### src/rtl/vrt_pkg.sv
// ----------------------------------------------------------------------------
// vrt_pkg
// Shared types and constants for the voxel ray traversal block.
// ----------------------------------------------------------------------------
package vrt_pkg;

  localparam int GRID_SIZE_DEF = 64;
  localparam int MAX_STEPS_DEF = 256;
  localparam int QUEUE_DEPTH   = 2;

  // action codes
  localparam logic ACT_WRITE = 1'b0;
  localparam logic ACT_FIRE  = 1'b1;

  // entry faces
  localparam logic [2:0] FACE_START = 3'd0;
  localparam logic [2:0] FACE_POS_X = 3'd1;
  localparam logic [2:0] FACE_NEG_X = 3'd2;
  localparam logic [2:0] FACE_POS_Y = 3'd3;
  localparam logic [2:0] FACE_NEG_Y = 3'd4;
  localparam logic [2:0] FACE_POS_Z = 3'd5;
  localparam logic [2:0] FACE_NEG_Z = 3'd6;

  // per-axis ray setup
  typedef struct packed {
    logic signed [7:0] base;   // floor of origin
    logic [8:0]        num;    // Q1.8 distance to first boundary
    logic [15:0]       mag;    // |dir|
    logic              neg;
    logic              zero;
  } axis_t;

  typedef struct packed {
    logic               action;
    logic [11:0]        word_address;
    logic [63:0]        word_bits;
    axis_t [2:0]        ax;
    logic signed [15:0] origin_y;
    logic [15:0]        ray_limit;
  } item_t;

endpackage

### src/rtl/vrt_ifs.sv
// ----------------------------------------------------------------------------
// vrt_cmd_if / vrt_res_if
// Valid/ready channels for command words and result words.
// ----------------------------------------------------------------------------
interface vrt_cmd_if;
  logic        valid;
  logic        ready;
  logic        action;
  logic [11:0] word_address;
  logic [63:0] word_bits;
  logic signed [15:0] origin_x;
  logic signed [15:0] origin_y;
  logic signed [15:0] origin_z;
  logic signed [15:0] dir_x;
  logic signed [15:0] dir_y;
  logic signed [15:0] dir_z;
  logic [15:0] ray_limit;

  modport source (output valid, action, word_address, word_bits, origin_x, origin_y,
                  origin_z, dir_x, dir_y, dir_z, ray_limit, input ready);
  modport sink (input valid, action, word_address, word_bits, origin_x, origin_y,
                origin_z, dir_x, dir_y, dir_z, ray_limit, output ready);
endinterface


### src/rtl/vrt_front.sv
// ----------------------------------------------------------------------------
// vrt_front
// Accepts command words and classifies ray setup per axis.
// ----------------------------------------------------------------------------
module vrt_front (
  vrt_cmd_if.sink          cmd,
  input  logic             clearing,
  input  logic             q_full,
  output logic             push,
  output vrt_pkg::item_t   item
);

  logic signed [15:0] org [3];
  logic signed [15:0] dir [3];

  assign org[0] = cmd.origin_x;
  assign org[1] = cmd.origin_y;
  assign org[2] = cmd.origin_z;
  assign dir[0] = cmd.dir_x;
  assign dir[1] = cmd.dir_y;
  assign dir[2] = cmd.dir_z;

  assign cmd.ready = !q_full && !clearing;
  assign push      = cmd.valid && cmd.ready;

  always_comb begin
    item.action       = cmd.action;
    item.word_address = cmd.word_address;
    item.word_bits    = cmd.word_bits;
    item.origin_y     = cmd.origin_y;
    item.ray_limit    = cmd.ray_limit;
    for (int k = 0; k < 3; k++) begin
      item.ax[k].base = org[k][15:8];
      item.ax[k].neg  = dir[k][15];
      item.ax[k].zero = (dir[k] == 16'sd0);
      item.ax[k].mag  = dir[k][15] ? 16'(-dir[k]) : 16'(dir[k]);
      // moving +: boundary ahead is 256 - frac; otherwise frac
      if (!dir[k][15] && dir[k] != 16'sd0) begin
        item.ax[k].num = 9'd256 - 9'(org[k][7:0]);
      end else begin
        item.ax[k].num = 9'(org[k][7:0]);
      end
    end
  end

endmodule

### src/flat_wrapper.sv
// flat-port wrapper written by rule: the top's interface ports become plain ports
module vrt_front_flat 
  (clearing, q_full, push, item, cmd_valid, cmd_action, cmd_word_address, cmd_word_bits, cmd_origin_x, cmd_origin_y, cmd_origin_z, cmd_dir_x, cmd_dir_y, cmd_dir_z, cmd_ray_limit, cmd_ready);
  vrt_cmd_if cmd_i ();
  input  logic clearing;
  input  logic q_full;
  output logic push;
  output vrt_pkg::item_t item;
  input wire logic [$bits(cmd_i.valid)-1:0] cmd_valid;
  input wire logic [$bits(cmd_i.action)-1:0] cmd_action;
  input wire logic [$bits(cmd_i.word_address)-1:0] cmd_word_address;
  input wire logic [$bits(cmd_i.word_bits)-1:0] cmd_word_bits;
  input wire logic [$bits(cmd_i.origin_x)-1:0] cmd_origin_x;
  input wire logic [$bits(cmd_i.origin_y)-1:0] cmd_origin_y;
  input wire logic [$bits(cmd_i.origin_z)-1:0] cmd_origin_z;
  input wire logic [$bits(cmd_i.dir_x)-1:0] cmd_dir_x;
  input wire logic [$bits(cmd_i.dir_y)-1:0] cmd_dir_y;
  input wire logic [$bits(cmd_i.dir_z)-1:0] cmd_dir_z;
  input wire logic [$bits(cmd_i.ray_limit)-1:0] cmd_ray_limit;
  output wire logic [$bits(cmd_i.ready)-1:0] cmd_ready;
  assign cmd_i.valid = cmd_valid;
  assign cmd_i.action = cmd_action;
  assign cmd_i.word_address = cmd_word_address;
  assign cmd_i.word_bits = cmd_word_bits;
  assign cmd_i.origin_x = cmd_origin_x;
  assign cmd_i.origin_y = cmd_origin_y;
  assign cmd_i.origin_z = cmd_origin_z;
  assign cmd_i.dir_x = cmd_dir_x;
  assign cmd_i.dir_y = cmd_dir_y;
  assign cmd_i.dir_z = cmd_dir_z;
  assign cmd_i.ray_limit = cmd_ray_limit;
  assign cmd_ready = cmd_i.ready;
  vrt_front u_core (.cmd(cmd_i), .clearing(clearing), .q_full(q_full), .push(push), .item(item));
endmodule
### config.mk
export PLATFORM = sky130hd
export DESIGN_NAME = vrt_front_flat
export DESIGN_NICKNAME = d
export VERILOG_FILES = /design/src/rtl/vrt_pkg.sv /design/src/rtl/vrt_ifs.sv /design/src/rtl/vrt_front.sv /design/src/flat_wrapper.sv
export SDC_FILE = /design/constraint.sdc
export NUM_CORES = 1
export LEC_CHECK = 0
export BUFFER_PORTS_ARGS = -buffer_cell sky130_fd_sc_hd__buf_2
export CAP_MARGIN = 5
export CORE_AREA = 2 2 160 162
export DETAILED_ROUTE_END_ITERATION = 7
export DIE_AREA = 0 0 162 164
export SYNTH_ARGS = -nofsm -noshare
export SYNTH_HDL_FRONTEND = slang
export SYNTH_SLANG_ARGS = --single-unit
### constraint.sdc
create_clock -name vclk -period 1.45
set_input_delay 0.145 -clock vclk [all_inputs]
set_output_delay 0.145 -clock vclk [all_outputs]
set_load 0.01 [all_outputs]
==> run_results.csv <==
group,metric,value,unit
global_routing,grt_overflow,0,
sta,fin_crit,1580,ps
setup_path,crit_chain,"buf_8 -> buf_6 -> or4_4 -> o31ai_4 -> xnor2_1 -> buf_2",
layout,n_sequential_cell,0,
floorplan,rows,58,
floorplan,die_w,162,µm
floorplan,initial_core_util,0.108,
setup_path,start_kind,"primary input",
pwr,comb_power_share,1.000,
synth,synth_area,0.00267,mm²
worst_hold_path,hold_class,"primary input to output port",
sta,setup_viol,28,
layout,diodes,0,
flow_run,cap_violations,0,
floorplan,die_h,164,µm
synth,synth.most_common_cell,"buf_4",
setup_path,endpoint_kind,"output port",
synth,synth_common_cells,"142 x buf_4, 56 x xnor2_1, 45 x nand2_1",
setup_path,cp.required,1310,ps
synth,synth.distinct_cells,34,
setup_path,slowest_stage,"or4_4",
sta,tightest_slew,650,ps
placed_design,place_area,0.00335,mm²
sta,final-hold-violation-count,0,
setup_path,cp_top_family,"simple AND/OR/NAND/NOR gates",
outcome,status,"finished, violations left",
placed_design,hpwl,7.77,mm
synth,ys_seq_area_frac,0,
layout,multi_input_area,0.00226,mm²
layout,drive_gt1_frac,0.734,
global_routing,grt_max_degree,26,
floorplan,io_pins,408,
layout,nFillCells,2797,
sta,fin_crit_sh,1.09,
pwr,power_leakage,1.95,nW
route,drc,0,
layout,final_area,0.00442,mm²
layout,clkbuf_count,0,
layout,layout.cells.non_filler,811,
outcome,violations,"setup timing",
route,ant_nets,0,
setup_path,path_buf_inv,3,
synth,syn-instance-count,382,
setup_path,slowest_delay,560,ps
global_routing,antenna_found_initial,0,
global_routing,first_global_vias,2793,
setup_path,worstSetupPathType,"primary input to output port",
placed_design,dpl.cell_count,799,
global_routing,grt_use_total,0.0642,
route,via_count,2868,
synth,synth_largest_area_cell,"buf_4",
layout,register_area,0,µm²
sta,setup_ws,-131,ps
route,first_pass_iters,4,
setup_path,arrival,1440,ps
sta,relSlewSlack,0.566,
route,vias_per_cell,3.54,
synth,synth_warnings,0,
pwr,swShare,0.501,
layout,area_delta_synth_final,65.5,%
pwr,seq_power_share,0,
pwr,vdd_drop_max,0.136,mV
pwr,powerDensity,294,mW/mm²
global_routing,grt_pass1_wl,14.0,mm
setup_path,cp_max_fo,3,
sta,max_freq,0.633,GHz
placed_design,place_ws,-425,ps
floorplan,fp.dieArea,0.0266,mm²
synth,syn_nets,580,
route,drt-total-wl,9.85,mm
synth,synth_area_leaders,"buf_4 40%, xnor2_1 18%, nand2_1 6.3%",
clock_network,cts_hold_buffers,0,
layout,nets,681,
placed_design,routabilityCongestion,0.815,
synth,synth_top_area_frac,0.399,
sta,drv_slew,0,
sta,rsz0062_at_grt,"yes",
synth,syn_area_per_cell,6.99,µm²
route,initialDrtViolationCount,89,
pwr,clock_power_share,0,
floorplan,coreArea,0.0248,mm²
pwr,p_int,0.648,mW
pwr,p_sw,0.651,mW
placed_design,portBuffers,166,
route,wl_per_cell,12.1,µm
[routing by layer]
| layer | wire length, µm | track usage | vias up | share of wire |
|---|---|---|---|---|
| met3 | 1010 | 0.0159 | 64 | 0.10 |
| met5 | 0 | 0 | - | 0 |
| met4 | 696 | 0.0434 | 0 | 0.071 |
| met2 | 5260 | 0.127 | 182 | 0.53 |
| met1 | 2880 | 0.0572 | 1297 | 0.29 |
| li1 | - | - | 1325 | - |
[placed cells by master, fill, tap and decap left out, drive strengths merged]
cell type | synthesis | layout
nor2 | 19 | 19
o31ai | 13 | 13
xnor2 | 56 | 56
nor2b | 3 | 3
o21ai | 13 | 13
and4 | 1 | 1
or4 | 1 | 1
and2 | 1 | 1
clkbuf | 6 | 1
xor2 | 1 | 1
a31oi | 1 | 1
nand2b | 5 | 5
and4b | 2 | 2
nor3b | 5 | 5
ha | 6 | 6
buf | 142 | 246
o41ai | 4 | 4
nand2 | 45 | 45
mux2 | 2 | 2
nand3 | 10 | 10
inv | 15 | 15
nor4 | 9 | 9
nand4 | 2 | 2
a41oi | 1 | 1
a21oi | 6 | 6
nor4b | 1 | 1
nor3 | 12 | 12
[final timing paths]
kind,startpoint,endpoint,slack [ps],depth (start not counted)
setup / recovery,cmd_dir_y[11],item[83],-130,6
hold / removal,cmd_word_bits[15],item[152],290,0
[final cells by class]
type | instances | area share
multi-input combinational | 219 | 0.512
timing repair buffer | 247 | 0.378
tap | 330 | 0.0934
inverter | 15 | 0.0167
[cell families after synthesis]
kind of cell	synth area share
buf+inv	0.429
xor+xnor	0.187
simple gates	0.247
mux	0.00983
fa+ha+maj	0.0281
compound gates	0.0993
[power groups by stage]
stage | Sequential [mW] | Combinational, mW | Clock, mW
after floorplan | 0 | 0.831 | 0
after global placement | 0 | 1.01 | 0
after detailed placement | 0 | 1.02 | 0
after CTS | 0 | 1.17 | 0
after global routing | 0 | 1.39 | 0
final | 0 | 1.30 | 0
[what timing repair did]
action,CTS,global route
gates resized for setup,111,99
setup endpoints to repair,46,50
pin swaps,32,39
setup buffers,10,5
gates cloned,0,0
[through the flow]
stage	setup TNS (ps)	hold slack [ps]	utilization	total power, mW
2_1_floorplan	0	337	-	0.831
3_3_place_gp	-7500	290	0.135	1.01
3_5_place_dp	-7660	290	0.135	1.02
4_1_cts	-2270	290	0.158	1.17
5_1_grt	-4230	290	0.178	1.39
6_report	-1860	290	0.178	1.30
(Power assumes the default switching activity.)
