File: src/rtl/vrt_pkg.sv
// ----------------------------------------------------------------------------
// vrt_pkg
// Shared types and constants for the voxel ray traversal block.
// ----------------------------------------------------------------------------
package vrt_pkg;

  localparam int GRID_SIZE_DEF = 64;
  localparam int MAX_STEPS_DEF = 256;
  localparam int QUEUE_DEPTH   = 2;

  // action codes
  localparam logic ACT_WRITE = 1'b0;
  localparam logic ACT_FIRE  = 1'b1;

  // entry faces
  localparam logic [2:0] FACE_START = 3'd0;
  localparam logic [2:0] FACE_POS_X = 3'd1;
  localparam logic [2:0] FACE_NEG_X = 3'd2;
  localparam logic [2:0] FACE_POS_Y = 3'd3;
  localparam logic [2:0] FACE_NEG_Y = 3'd4;
  localparam logic [2:0] FACE_POS_Z = 3'd5;
  localparam logic [2:0] FACE_NEG_Z = 3'd6;

  // per-axis ray setup
  typedef struct packed {
    logic signed [7:0] base;   // floor of origin
    logic [8:0]        num;    // Q1.8 distance to first boundary
    logic [15:0]       mag;    // |dir|
    logic              neg;
    logic              zero;
  } axis_t;

  typedef struct packed {
    logic               action;
    logic [11:0]        word_address;
    logic [63:0]        word_bits;
    axis_t [2:0]        ax;
    logic signed [15:0] origin_y;
    logic [15:0]        ray_limit;
  } item_t;

endpackage

File: src/rtl/vrt_queue.sv
// ----------------------------------------------------------------------------
// vrt_queue
// Short FIFO between front and back.
// ----------------------------------------------------------------------------
module vrt_queue (
  input  logic           clk,
  input  logic           rst,
  input  logic           push,
  input  vrt_pkg::item_t din,
  output logic           full,
  input  logic           pop,
  output logic           valid,
  output vrt_pkg::item_t dout
);

  localparam int PW = (vrt_pkg::QUEUE_DEPTH > 1) ? $clog2(vrt_pkg::QUEUE_DEPTH) : 1;
  localparam int CW = $clog2(vrt_pkg::QUEUE_DEPTH + 1);

  vrt_pkg::item_t slots [vrt_pkg::QUEUE_DEPTH];
  logic [PW-1:0]  wptr;
  logic [PW-1:0]  rptr;
  logic [CW-1:0]  count;

  assign full  = (count == CW'(vrt_pkg::QUEUE_DEPTH));
  assign valid = (count != '0);
  assign dout  = slots[rptr];

  always_ff @(posedge clk) begin
    if (push) begin
      slots[wptr] <= din;
    end
  end

  always_ff @(posedge clk) begin
    if (rst) begin
      wptr  <= '0;
      rptr  <= '0;
      count <= '0;
    end else begin
      if (push) begin
        wptr <= (wptr == PW'(vrt_pkg::QUEUE_DEPTH - 1)) ? '0 : wptr + 1'b1;
      end
      if (pop) begin
        rptr <= (rptr == PW'(vrt_pkg::QUEUE_DEPTH - 1)) ? '0 : rptr + 1'b1;
      end
      if (push && !pop) begin
        count <= count + 1'b1;
      end else if (pop && !push) begin
        count <= count - 1'b1;
      end
    end
  end

endmodule

File: config.mk
export PLATFORM = sky130hd
export DESIGN_NAME = vrt_queue
export DESIGN_NICKNAME = d
export VERILOG_FILES = /design/src/rtl/vrt_pkg.sv /design/src/rtl/vrt_queue.sv
export SDC_FILE = /design/constraint.sdc
export NUM_CORES = 1
export LEC_CHECK = 0
export ABC_AREA = 1
export ABC_CLOCK_PERIOD_IN_PS = 14900
export CAP_MARGIN = 10
export CORE_UTILIZATION = 50
export CTS_CLUSTER_DIAMETER = 60
export DETAILED_ROUTE_END_ITERATION = 8
export DONT_BUFFER_PORTS = 1
export SLEW_MARGIN = 20
export SYNTH_ARGS = -nofsm -noshare
export SYNTH_HDL_FRONTEND = slang
export SYNTH_SLANG_ARGS = --single-unit
File: constraint.sdc
create_clock -name clk -period 14.9 [get_ports clk]
set_input_delay 0.745 -clock clk [delete_from_list [all_inputs] [get_ports clk]]
set_output_delay 0.745 -clock clk [all_outputs]
set_load 0.005 [all_outputs]
==> impl_metrics.tcl, run 1 <==
set metrics [dict create \
    postSynthCellCount 699 \
    path_clk_slew_ns 0.06 \
    die_h_um 183 \
    hold_buffers 0 \
    via_per_inst 5.28 \
    required_ns 14.16 \
    max_freq_mhz 230 \
    cts_root_buf "clkbuf_16" \
    dr.pass1.iters 4 \
    clock_latency_ns 0.53 \
    power_leakage_uw 0.00625 \
    timing_hold_violations_final 0 \
    maxCapViolCount 0 \
    worstPathArrival_ns 3.61 \
    finalNetCount 948 \
    dp_hpwl_mm 21.0 \
    grt-ovfl-total 0 \
    postLayoutCellArea_mm2 0.0181 \
    track_usage_pct 17.7 \
    crit_type "flop to primary output" \
    post-route-period-util_pct 29.2 \
    h-tree-depth 2 \
    grt_pass1_wl_mm 43.0 \
    ys_ff_latch 433 \
    cts_tree "yes" \
    yosys_warnings 0 \
    core_mm2 0.0319 \
    io_pins 434 \
    max_slew_margin_pct 26.5 \
    ys_seq_area_share_pct 79.3 \
    ant_nets 0 \
    status "completed" \
    antenna_found_initial 0 \
    placed_cell_area_mm2 0.0167 \
    startpoint_type "flop" \
    drc_errors 0 \
    avgSynthCellArea_um2 23.4 \
    syn_nets 918 \
    die_w_um 183 \
    wl_mm 30.4 \
    setup_violations 0 \
    cts.sinks 433 \
    cts_setup_buffers 0 \
    power_density_mw_per_mm2 146 \
    cts_buffer_depth 3 \
    cts_resized 0 \
    clock_skew_ns 0.00759 \
    vias 6333 \
    die-area_mm2 0.0334 \
    synth_top_area_share_pct 78.7 \
    start_util_pct 51.2 \
    cp_max_fo 68 \
    place_congestion 0.809 \
    rsz0062_at_grt "no" \
    peakVddDrop_uv 91.7 \
    synth_cell_type_count 16 \
    fin_crit_ns 4.35 \
    synth_area_leaders "edfxtp_1 79%, mux2_4 15%, mux2_2 3.7%" \
    wl_per_cell_um 25.3 \
    setup-tns-final_ns 0 \
    port_buffers 0 \
    row_count 65 \
    worstMarginPinSlew_ns 1.10 \
    finalMaxSlewViolations 0 \
    antennaDiodeCount 0 \
    numCtsBuffers 44 \
    hold_path.class "primary input to flop" \
    synth_top_cell_by_area "edfxtp_1" \
    syn-cell-area_mm2 0.0163 \
    drt_iter0_drc 401 \
    grt_start_max_net_pins 138 \
    drive_above_1_share_pct 37.8 \
    area_growth_pct 10.7 \
    crit_path_end_kind "primary output" \
    grt_pass1_vias 6673 \
]
-- synth_stat cells (all sizes together) --
library cell  number
edfxtp           428
mux2             214
buf               24
inv                9
nand2              6
nor2               6
dfxtp              5
a21oi              1
ha                 1
nand3              1
nand4              1
nor3               1
o21ai              1
xnor2              1
-- state kept, by name, summed over array words and instances (netlist names), named ones only --
signal and count:
count 2, rptr 1, slots 428, wptr 1
-- final cells by class --
cell class | count | area, um2
repair buffers | 8 | 80.1
multi-input cells | 233 | 3110
fillers | 2394 | 13800
flip-flops and latches | 433 | 13000
inverters | 9 | 41.3
clock buffers | 53 | 1160
well taps | 435 | 544
clock inverters | 28 | 186
-- critical path: stages, from the launching register on --
cell and delay [ns]:
dfxtp_4 0.70, buf_4 0.87, buf_4 0.97, mux2_4 0.37
-- through the flow --
stage	hold WS, ns	instances	power (uW)	utilization, %	setup slack, ns
final	0.269	1199	2640	56.7	10.55
after global routing	0.250	1199	2730	56.7	10.34
after CTS	0.250	1198	2670	56.6	10.49
after detailed placement	0.498	1117	1660	52.4	11.06
after global placement	0.495	1117	1650	52.4	11.16
after floorplan	0.480	699	1630	-	4.38
-- worst paths after layout --
kind / start / to / slack [ns] / cells after the start
max: flop / dout[52] / 10.55 / 3
min: rst / flop / 0.27 / 1
max reg2reg: wptr$_SDFFE_PP0P_ / slots[1][87]$_DFFE_PP_ / 12.18 / 3
min reg2reg: rptr$_SDFFE_PP0P_ / rptr$_SDFFE_PP0P_ / 0.51 / 2
-- placed cells by master, fill, tap and decap left out, drive strengths merged --
cell      instances
edfxtp          428
mux2            214
clkbuf           53
clkinv           19
inv              14
buf               8
nand2             6
nor2              6
dfxtp             5
clkinvlp          3
o21ai             1
a21oi             1
xnor2             1
nor3              1
nand3             1
nand4             1
ha                1
bufinv            1
-- cells by family (layout without fill, tap and decap cells) --
kind of cell | Yosys count | count (layout) | share of synthesized area [%]
AO/OA/AOI/OAI | 2 | 2 | 0.0612
XOR/XNOR | 1 | 1 | 0.0536
adder cells (fa/ha/maj) | 1 | 1 | 0.0766
buffers and inverters | 33 | 98 | 1.67
flip-flops | 433 | 433 | 79.3
multiplexers | 214 | 214 | 18.4
AND/OR/NAND/NOR | 15 | 15 | 0.375
-- where the power goes --
group	internal [uW]	leakage, uW	total (uW)	switching [uW]
registers	1410	0.00406	1430	21.0
clock network	575	0.000656	1010	436
logic	95.3	0.00154	193	98.0
-- layer usage --
layer  global-route usage (%)  part of all wire [%]  vias up
met4                     6.55                   2.8        0
met5                        0                     0        -
met1                     18.5                    34     3122
li1                         -                     -     2823
met3                     9.96                    14       51
met2                     29.7                    50      337
Note: power is estimated with default switching activity, not from simulation.
==> run 2: changes to the inputs <==
--- a/config.mk
+++ b/config.mk
@@ -6,12 +6,13 @@
 export NUM_CORES = 1
 export LEC_CHECK = 0
 export ABC_AREA = 1
-export ABC_CLOCK_PERIOD_IN_PS = 14900
+export ABC_CLOCK_PERIOD_IN_PS = 4000
 export CAP_MARGIN = 10
 export CORE_UTILIZATION = 50
 export CTS_CLUSTER_DIAMETER = 60
 export DETAILED_ROUTE_END_ITERATION = 8
 export DONT_BUFFER_PORTS = 1
+export PLACE_DENSITY = 0.68
 export SLEW_MARGIN = 20
 export SYNTH_ARGS = -nofsm -noshare
 export SYNTH_HDL_FRONTEND = slang
==> constraint.sdc (replaced) <==
create_clock -name clk -period 4 [get_ports clk]
set_input_delay 0.2 -clock clk [delete_from_list [all_inputs] [get_ports clk]]
set_output_delay 0.2 -clock clk [all_outputs]
set_load 0.005 [all_outputs]
==> impl_metrics.tcl, run 2 (same netlist as run 1, synthesis figures left out) <==
set metrics [dict create \
    cts_resized 0 \
    cts.sinks 433 \
    fillers 2133 \
    dp_hpwl_mm 20.0 \
    grt-ovfl-total 0 \
    p_int_uw 7880 \
    numCtsBuffers 44 \
    layout_common_cells "428 x edfxtp_1, 218 x dlygate4sd3_1, 160 x mux2_4" \
    power_density_mw_per_mm2 493 \
    clock_latency_ns 0.53 \
    clock_skew_ns 0.0166 \
    cts_tree "yes" \
    post-place-cells 1119 \
    area_growth_pct 24.1 \
    rsz0062_at_grt "no" \
    setup_violations 0 \
    largest_reg_flops 428 \
    wl_mm 32.6 \
    finalNetCount 1167 \
    crit_type "flop to primary output" \
    place_congestion 0.755 \
    power_leakage_uw 0.00714 \
    fin_crit_ns 2.64 \
    timing_hold_violations_final 0 \
    clock_power_share_pct 37.0 \
    power_frac_comb_pct 9.4 \
    grt_pass1_wl_mm 46.8 \
    core_mm2 0.0319 \
    hold_path.class "primary input to flop" \
    drc_errors 0 \
    dr.pass1.iters 4 \
    startpoint_type "flop" \
    io_pins 434 \
    worstPathArrival_ns 2.44 \
    port_buffers 0 \
    final_common_cell "edfxtp_1" \
    die_h_um 183 \
    cts_root_buf "clkbuf_16" \
    cts_buffer_depth 3 \
    drt_iter0_drc 435 \
    finalMaxSlewViolations 0 \
    grt_start_max_net_pins 90 \
    h-tree-depth 2 \
    ant_nets 0 \
    grt_pass1_vias 8028 \
    die_w_um 183 \
    required_ns 3.80 \
    layoutNonFillerInstCount 1411 \
    max_freq_mhz 378 \
    reg_top3 "slots (428), count (2)" \
    worstMarginPinSlew_ns 0.715 \
    via_per_inst 5.23 \
    maxCapViolCount 0 \
    vias 7380 \
    max_slew_margin_pct 52.4 \
    track_usage_pct 18.9 \
    slowest_delay_ns 0.78 \
    antenna_found_initial 1 \
    peakVddDrop_uv 395 \
    post-route-util_pct 63.6 \
    crit_path_end_kind "primary output" \
    start_util_pct 51.2 \
    die-area_mm2 0.0334 \
    row_count 65 \
    cp_max_fo 43 \
    top_register "slots" \
    seqPwrFrac_pct 53.6 \
    path_cells "buf_4, mux2_2" \
    wl_per_cell_um 23.1 \
    p_sw_uw 2100 \
    path_clk_slew_ns 0.06 \
    status "completed" \
    setup-tns-final_ns 0 \
    drive_above_1_share_pct 28.7 \
    p_sw_share_pct 21.0 \
    post-route-period-util_pct 66.1 \
    crit_path_top_delay_cell "dfxtp_4" \
]
-- run 2: path summary, 6_finish.rpt --
path / cells past startpoint / endpoint / slack (ns) / start
min: 3 / slots[1][148]$_DFFE_PP_ / 0.32 / push
max: 2 / dout[207] / 1.36 / flop
min reg2reg: 2 / rptr$_SDFFE_PP0P_ / 0.53 / rptr$_SDFFE_PP0P_
max reg2reg: 2 / slots[0][54]$_DFFE_PP_ / 2.37 / wptr$_SDFFE_PP0P_
-- run 2: cell type report --
class,instances,area [um2],area share (%)
Antenna cell,1,2.50,0.0124
Clock buffer,58,1170,5.80
Clock inverter,15,108,0.531
Inverter,9,37.5,0.185
Multi-Input combinational cell,233,3110,15.4
Sequential cell,433,13000,63.9
Tap cell,435,544,2.69
Timing Repair Buffer,227,2320,11.5
-- run 2: power groups by stage --
| stage | combinational, uW | sequential [uW] | clock (uW) |
|---|---|---|---|
| global placement | 713 | 5430 | 0 |
| floorplan | 626 | 5420 | 0 |
| global route | 991 | 5370 | 3940 |
| CTS | 944 | 5340 | 3760 |
| detailed placement | 729 | 5440 | 0 |
| finish | 943 | 5350 | 3690 |
-- run 2: what timing repair did --
item | in CTS | in global routing
hold buffers | 218 | 0
buffers inserted | 0 | 0
endpoints found under the setup margin | 0 | 0
hold endpoints to repair | 441 | 0
-- run 2: per-layer routing --
layer  global-route usage, %  vias to the layer above  wire (um)  share of wire, %
met2                    35.1                      358      17600                54
met5                       0                        -          0                 0
met3                    5.13                       66       2600               8.0
li1                        -                     3262          -                 -
met4                    7.26                        0        959               2.9
met1                    20.2                     3694      11400                35
-- run 2: critical path, delay by kind of cell, from the launching register on --
kind	cells	cell delay (ns)
buffers and inverters	1	0.63
multiplexers	1	0.44
flip-flops	1	0.78
-- run 2: stage by stage --
stage / hold slack (ns) / setup slack [ns] / area [um2] / power (uW)
6_report: 0.315 / 1.36 / 20300 / 9990
5_1_grt: 0.305 / 1.21 / 20300 / 10300
4_1_cts: 0.293 / 1.34 / 20300 / 10000
3_5_place_dp: 0.268 / 1.92 / 16800 / 6170
3_3_place_gp: 0.267 / 2.00 / 16800 / 6140
2_1_floorplan: 0.272 / 0.00213 / 16300 / 6040
